## config.mk

```make
export PLATFORM = sky130hd
export DESIGN_NAME = tidrt_cand
export DESIGN_NICKNAME = d
export VERILOG_FILES = /design/src/design/tidrt_pkg.sv /design/src/design/tidrt_cand.sv
export SDC_FILE = /design/constraint.sdc
export NUM_CORES = 1
export LEC_CHECK = 0
export BUFFER_PORTS_ARGS = -buffer_cell sky130_fd_sc_hd__buf_2
export CAP_MARGIN = 20
export CORE_MARGIN = 8
export CORE_UTILIZATION = 41
export DETAILED_ROUTE_END_ITERATION = 12
export PLACE_DENSITY = 0.72
export SYNTH_ARGS = -nofsm -noshare
export SYNTH_HDL_FRONTEND = slang
export SYNTH_SLANG_ARGS = --single-unit
```

## constraint.sdc

```tcl
create_clock -name clock -period 1.9 [get_ports clock]
set_input_delay 0.095 -clock clock [delete_from_list [all_inputs] [get_ports clock]]
set_output_delay 0.095 -clock clock [all_outputs]
set_load 0.05 [all_outputs]
```

## src/design/tidrt_pkg.sv

```systemverilog
package tidrt_pkg;

   // Default sizes of the table.
   localparam int ID_BITS_DEFAULT    = 16;
   localparam int OWNER_BITS_DEFAULT = 8;
   localparam int STAMP_BITS_DEFAULT = 16;

   // Register reset values.
   localparam logic [3:0]  MAX_ATTEMPTS_RESET   = 4'd10;
   localparam logic [7:0]  SWEEP_INTERVAL_RESET = 8'd12;
   localparam logic [7:0]  EXPIRY_AGE_RESET     = 8'd10;
   localparam logic [15:0] RNG_SEED_RESET       = 16'd44257;

   // Galois LFSR feedback taps.
   localparam logic [15:0] LFSR_TAPS = 16'hB400;

   // Operation codes carried in the request tuser.
   localparam logic [2:0] MODE_ALLOC       = 3'd0;
   localparam logic [2:0] MODE_RELEASE     = 3'd1;
   localparam logic [2:0] MODE_RELEASE_TAG = 3'd2;
   localparam logic [2:0] MODE_LOOKUP      = 3'd3;
   localparam logic [2:0] MODE_TICK        = 3'd4;

   // Status codes carried in the response tuser.
   localparam logic [1:0] STATUS_OK         = 2'd0;
   localparam logic [1:0] STATUS_ALLOC_FAIL = 2'd1;
   localparam logic [1:0] STATUS_NOT_FOUND  = 2'd2;

   // Configuration register indexes.
   localparam logic [1:0] CSR_MAX_ATTEMPTS   = 2'd0;
   localparam logic [1:0] CSR_SWEEP_INTERVAL = 2'd1;
   localparam logic [1:0] CSR_EXPIRY_AGE     = 2'd2;
   localparam logic [1:0] CSR_RNG_SEED       = 2'd3;

   // Commands from the sequencer to the candidate generator.
   typedef struct packed {
      logic load;
      logic mix;
      logic step;
   } lfsr_ctl_type;

endpackage

```

## src/design/tidrt_cand.sv

```systemverilog
module tidrt_cand import tidrt_pkg::*; #(
   parameter int ID_BITS = ID_BITS_DEFAULT
) (
   input  logic               clock,
   input  logic               reset,
   input  lfsr_ctl_type       ctl,
   input  logic [15:0]        seed,
   input  logic [15:0]        mix_value,
   output logic [ID_BITS-1:0] cand_next
);

   logic [15:0]        lfsr_ff;
   logic [15:0]        lfsr_in;
   logic [15:0]        stepped;
   logic [15:0]        mixed;
   logic [15:0]        seed_nz;
   logic [31:0]        wide;
   logic [ID_BITS-1:0] hi_part;
   logic [ID_BITS-1:0] lo_part;
   logic [ID_BITS:0]   sum;
   logic [ID_BITS-1:0] fold;

   assign stepped = {1'b0, lfsr_ff[15:1]} ^ (lfsr_ff[0] ? LFSR_TAPS : 16'd0);
   assign mixed   = lfsr_ff ^ mix_value;
   assign seed_nz = (seed != 16'd0) ? seed : 16'd1;

   // The stepped value modulo 2^ID_BITS-1: add the high part onto the low
   // part, fold the carry back in, and map the all-ones result to zero.
   assign wide    = 32'(stepped);
   assign hi_part = ID_BITS'(wide >> ID_BITS);
   assign lo_part = stepped[ID_BITS-1:0];
   assign sum     = {1'b0, lo_part} + {1'b0, hi_part};
   assign fold    = sum[ID_BITS-1:0] + ID_BITS'(sum[ID_BITS]);
   assign cand_next = (fold == {ID_BITS{1'b1}}) ? '0 : fold;

   always_comb begin
      lfsr_in = lfsr_ff;
      if (ctl.load) begin
         lfsr_in = seed_nz;
      end else if (ctl.mix) begin
         lfsr_in = (mixed == 16'd0) ? seed_nz : mixed;
      end else if (ctl.step) begin
         lfsr_in = stepped;
      end
   end

   always_ff @(posedge clock) begin
      if (reset) begin
         lfsr_ff <= RNG_SEED_RESET;
      end else begin
         lfsr_ff <= lfsr_in;
      end
   end

   // The generator must never lock up in the all-zero state.
   assert property (@(posedge clock) disable iff (reset) lfsr_ff != 16'd0)
      else $error("candidate LFSR reached zero");

endmodule

```

# [Word level (Yosys, flattened, before mapping)]
# Index checks and enable logic that the tools add are counted.
[classes] n_reduce_logical=3 n_mux=7 eq_ne=1 n_bitwise=2
[ops] op="two-way mux 16 bit" count=7
[ops] op="equality test 16 bit (second input constant)" count=1
[ops] op="zero test 16 bit" count=1
[ops] op="nonzero test 16 bit" count=1
[ops] op="bitwise XOR 15 x 16 -> 16 bit" count=1
[ops] op="bitwise XOR 16 bit" count=1
[ops] op="nonzero test 3 bit" count=1
[totals] word_cells=14 in_bits=37 register_bits=16

# [Longest topological paths before layout]
[depth] word_depth=5 ltp_mapped=7 ltp_nobuf=5

# [Worst setup path before layout]
# OpenSTA, ideal clock, no wires.
[synth_path] path_type="register -> output" from="register lfsr_ff[0]" to="output cand_next[10]" arrival_ns=1.901 path_buffers=2 setup_slack_ns=-0.096 path_stages_with_launch=7 required_time_ns=1.805 path_cell_list="dfxtp_1 buf_4 and4b_1 o21ai_0 clkbuf_1 inv_1 nor2_1"
[synth_via] elab_chain_len=4
[synth_lines] item="start: declaration" line="tidrt_cand.sv:12" rtl="logic [15:0] lfsr_ff;"
[synth_lines] item="start signal: assignment" line="tidrt_cand.sv:51" rtl="lfsr_ff <= lfsr_in;"
[synth_lines] item="two-way mux 16 bit (*)" line="tidrt_cand.sv:23" rtl="assign stepped = {1'b0, lfsr_ff[15:1]} ^ (lfsr_ff[0] ? LFSR_TAPS : 16'd0);"
[synth_lines] item="bitwise XOR 15 x 16 -> 16 bit (*)" line="tidrt_cand.sv:23"
[synth_lines] item="equality test 16 bit" line="tidrt_cand.sv:34" rtl="assign cand_next = (fold == {ID_BITS{1'b1}}) ? '0 : fold;"
[synth_lines] item="two-way mux 16 bit (*)" line="tidrt_cand.sv:34"
[synth_lines] item="end: declaration" line="tidrt_cand.sv:9" rtl="output logic [ID_BITS-1:0] cand_next"
# Mark *: on every way between the ends. The rest lies on a longest branch, timed or not.

# [Final worst setup path]
[layout_path] from="register lfsr_ff[0]" to="output cand_next[11]"
[layout_via] elab_chain_len=4
[layout_lines] item="two-way mux 16 bit" line="tidrt_cand.sv:23"
[layout_lines] item="bitwise XOR 15 x 16 -> 16 bit" line="tidrt_cand.sv:23"
[layout_lines] item="equality test 16 bit" line="tidrt_cand.sv:34"
[layout_lines] item="two-way mux 16 bit" line="tidrt_cand.sv:34"
# No other way between the ends.

==> flow_metrics.py <==
metrics = {
    "layout": {
        "largest_reg_flops": 16,
        "fin_util_pct": 59.7,
        "fillCellCount": 330,
        "max_flop_register": "lfsr_ff",
        "reg_top3": "lfsr_ff x16",
        "area_delta_synth_final_pct": 40.4,
        "antenna_cells": 0,
        "drive_above_1_share_pct": 43.5,
        "fin_nets": 277,
    },
    "die": {
        "start_util_pct": 42.5,
        "rows": 21,
        "ios": 53,
        "dieArea_um2": 5600,
        "die_x_um": 74.8,
        "die_y_um": 74.8,
        "core_area_um2": 3340,
    },
    "run_status": {
        "outcome": "finished, final reports clean",
    },
    "route": {
        "vias": 1635,
        "drtIter0Drc": 205,
        "first_pass_iters": 4,
        "routed_via_density": 5.74,
        "wl_per_cell_um": 17.6,
        "wl_mm": 5.02,
        "ant_nets": 0,
        "drcViolationCount": 0,
    },
    "global_routing": {
        "track_usage_pct": 18.0,
        "antenna_found_initial": 0,
        "grt_max_degree": 18,
        "grt_pass1_wl_mm": 7.85,
        "overflow": 0,
        "first_global_vias": 1599,
    },
    "setup_path": {
        "path_buf_inv": 2,
        "critPathSlowestCell": "dfxtp_4",
        "crit_chain": "nand3_1 > nor4_2 > o21ai_2 > buf_4 > and2_1 > buf_6",
        "critPathTopFamily": "simple AND/OR/NAND/NOR gates",
        "r2r_end": "lfsr_ff[6]",
        "startpoint_type": "flop",
        "reg2reg_from": "lfsr_ff[12]",
        "cp.arrival_ns": 1.74,
        "worstSetupPathType": "flop to output port",
        "crit_path_end_kind": "output port",
        "cpPeakStageDelay_ns": 0.40,
        "crit_fanout": 7,
        "r2r_cells": 5,
        "r2r_slack_ns": 0.08,
        "cp.required_ns": 1.80,
    },
    "synth": {
        "postSynthAreaPerCell_um2": 7.96,
        "yosysSeqAreaShare_pct": 22.6,
        "ys.flop_type": "dfxtp_1",
        "synth_area_um2": 1420,
        "synth_top_area_share_pct": 22.6,
        "async_flop_share_pct": 0,
        "synth_cell_type_count": 42,
        "synth_top_cell_by_area": "dfxtp_1",
        "netlist_instances": 178,
        "synth_area_leaders": "dfxtp_1 (23%), nor2_1 (6.9%), xnor2_1 (6.8%), and2_1 (6.2%), xor2_1 (5.6%)",
        "syn-num-nets": 215,
        "yosys_register_bits": 16,
        "synth-edff-count": 0,
        "synth.top_cells.by_count": "nor2_1 (26), dfxtp_1 (16), and2_1 (14)",
        "post-synth-top-count-cell": "nor2_1",
        "ys_warn_count": 0,
    },
    "cts": {
        "h-tree-depth": 1,
        "clkSinkCount": 16,
        "clockRootBuffer": "clkbuf_4",
        "cts_inserted_buffers": 3,
        "clk_path_buf_depth": 2,
        "cts_hold_buf": 0,
        "tritoncts": "built",
        "clk_latency_ns": 0.30,
        "clk_pin_slew_ns": 0.11,
    },
    "timing": {
        "finalClockSkew_ns": 0.00467,
        "period_needed_ns": 1.84,
        "fmax_mhz": 544,
        "setup_slack_ns": 0.0622,
        "period_share_pct": 96.7,
        "slew_headroom_pct": 56.8,
        "tightest_slew_ns": 0.642,
        "rsz0062_at_grt": "true",
        "setup_viol": 0,
        "slew_violations": 0,
        "final-hold-violation-count": 0,
    },
    "placed_design": {
        "gp_congestion": 0.926,
        "place_ws_ns": 0.0473,
        "dp_hpwl_mm": 3.92,
        "place.port_buffers": 52,
    },
    "hold_path": {
        "whs_path_depth": 3,
        "hold_start": "seed[13]",
        "whs_endpoint": "lfsr_ff[13]",
        "worstHoldPathType": "input pin to flop",
    },
    "pwr": {
        "p_per_area_nw_per_um2": 618,
        "peakVddDrop_mv": 0.385,
        "total_leakage_power_nw": 0.873,
        "power_mw": 1.23,
    },
    "job": {
        "drv_cap": 0,
    },
}
-- repair_timing --
action                     4_1_cts  5_1_grt
buffers inserted                 0        1
cloned                           0        0
resized for setup               17       52
setup endpoints to repair       16       20
pin swaps                        1        1
-- kinds of logic after synthesis --
kind of cell    after synthesis  share of synthesized area, %
compound gates               47                          25.0
xor+xnor                     20                          12.4
buf+inv                      16                          4.59
flops                        16                          22.6
mux                           7                          5.30
simple gates                 72                          30.2
-- metal layers --
metal / global-route usage, % / wire, um
met5: 0 / 0
met1: 22.1 / 2100
met3: 4.79 / 438
met4: 5.87 / 95
met2: 29.5 / 2390
-- worst register-to-register path, delay by kind of cell, from the launching register on --
family	cells	cell delay, ns
flops	1	0.36
simple gates	2	0.56
compound gates	2	0.61
xor+xnor	1	0.20
-- cell usage in the layout, fill, tap and decap left out, drive strengths merged, types with 4 or more instances in the layout --
| cell | synthesis | final |
|---|---|---|
| a221o | 4 | 4 |
| and2 | 14 | 14 |
| mux2 | 4 | 4 |
| nor2 | 26 | 26 |
| inv | 5 | 5 |
| nand2 | 8 | 8 |
| o221ai | 4 | 4 |
| clkbuf | 7 | 4 |
| xor2 | 9 | 9 |
| a31oi | 4 | 4 |
| o221a | 5 | 5 |
| o21ai | 6 | 6 |
| xnor2 | 11 | 11 |
| buf | 3 | 67 |
| nor4 | 5 | 5 |
| dfxtp | 16 | 16 |
| a21oi | 11 | 11 |
-- how the worst max path moves through the flow --
stage | start | endpoint | slack [ns] | cells after the start
floorplan | lfsr_ff[0] | cand_next[10] | -0.1 | 6
global placement | lfsr_ff[0] | lfsr_ff[7] | 0.05 | 5
detailed placement | lfsr_ff[0] | lfsr_ff[6] | 0.05 | 5
CTS | lfsr_ff[9] | cand_next[15] | 0.002 | 6
global route | lfsr_ff[0] | cand_next[0] | -0.02 | 6
finish | lfsr_ff[0] | cand_next[11] | 0.06 | 6
-- report_power, final --
group / internal, mW / switching, mW
logic: 0.240 / 0.331
registers: 0.369 / 0.0468
clock network: 0.117 / 0.126
-- per-stage QoR --
stage | hold WS, ns | TNS, ns | instances | area, um^2
2_1_floorplan | 0.228 | -0.191 | 178 | 1420
3_3_place_gp | 0.358 | 0 | 280 | 1800
3_5_place_dp | 0.381 | 0 | 280 | 1800
4_1_cts | 0.0603 | 0 | 284 | 1860
5_1_grt | 0.0659 | -0.0773 | 285 | 1990
6_report | 0.0661 | 0 | 285 | 1990
-- final cells by class --
type / count / area [um^2] / share of cell area, %
Tap cell: 46 / 57.6 / 2.89
Inverter: 6 / 22.5 / 1.13
Timing Repair Buffer: 67 / 465 / 23.4
Clock buffer: 4 / 36.3 / 1.82
Sequential cell: 16 / 353 / 17.7
Multi-Input combinational cell: 146 / 1060 / 53.0
Power figures use the tool's default switching activity.
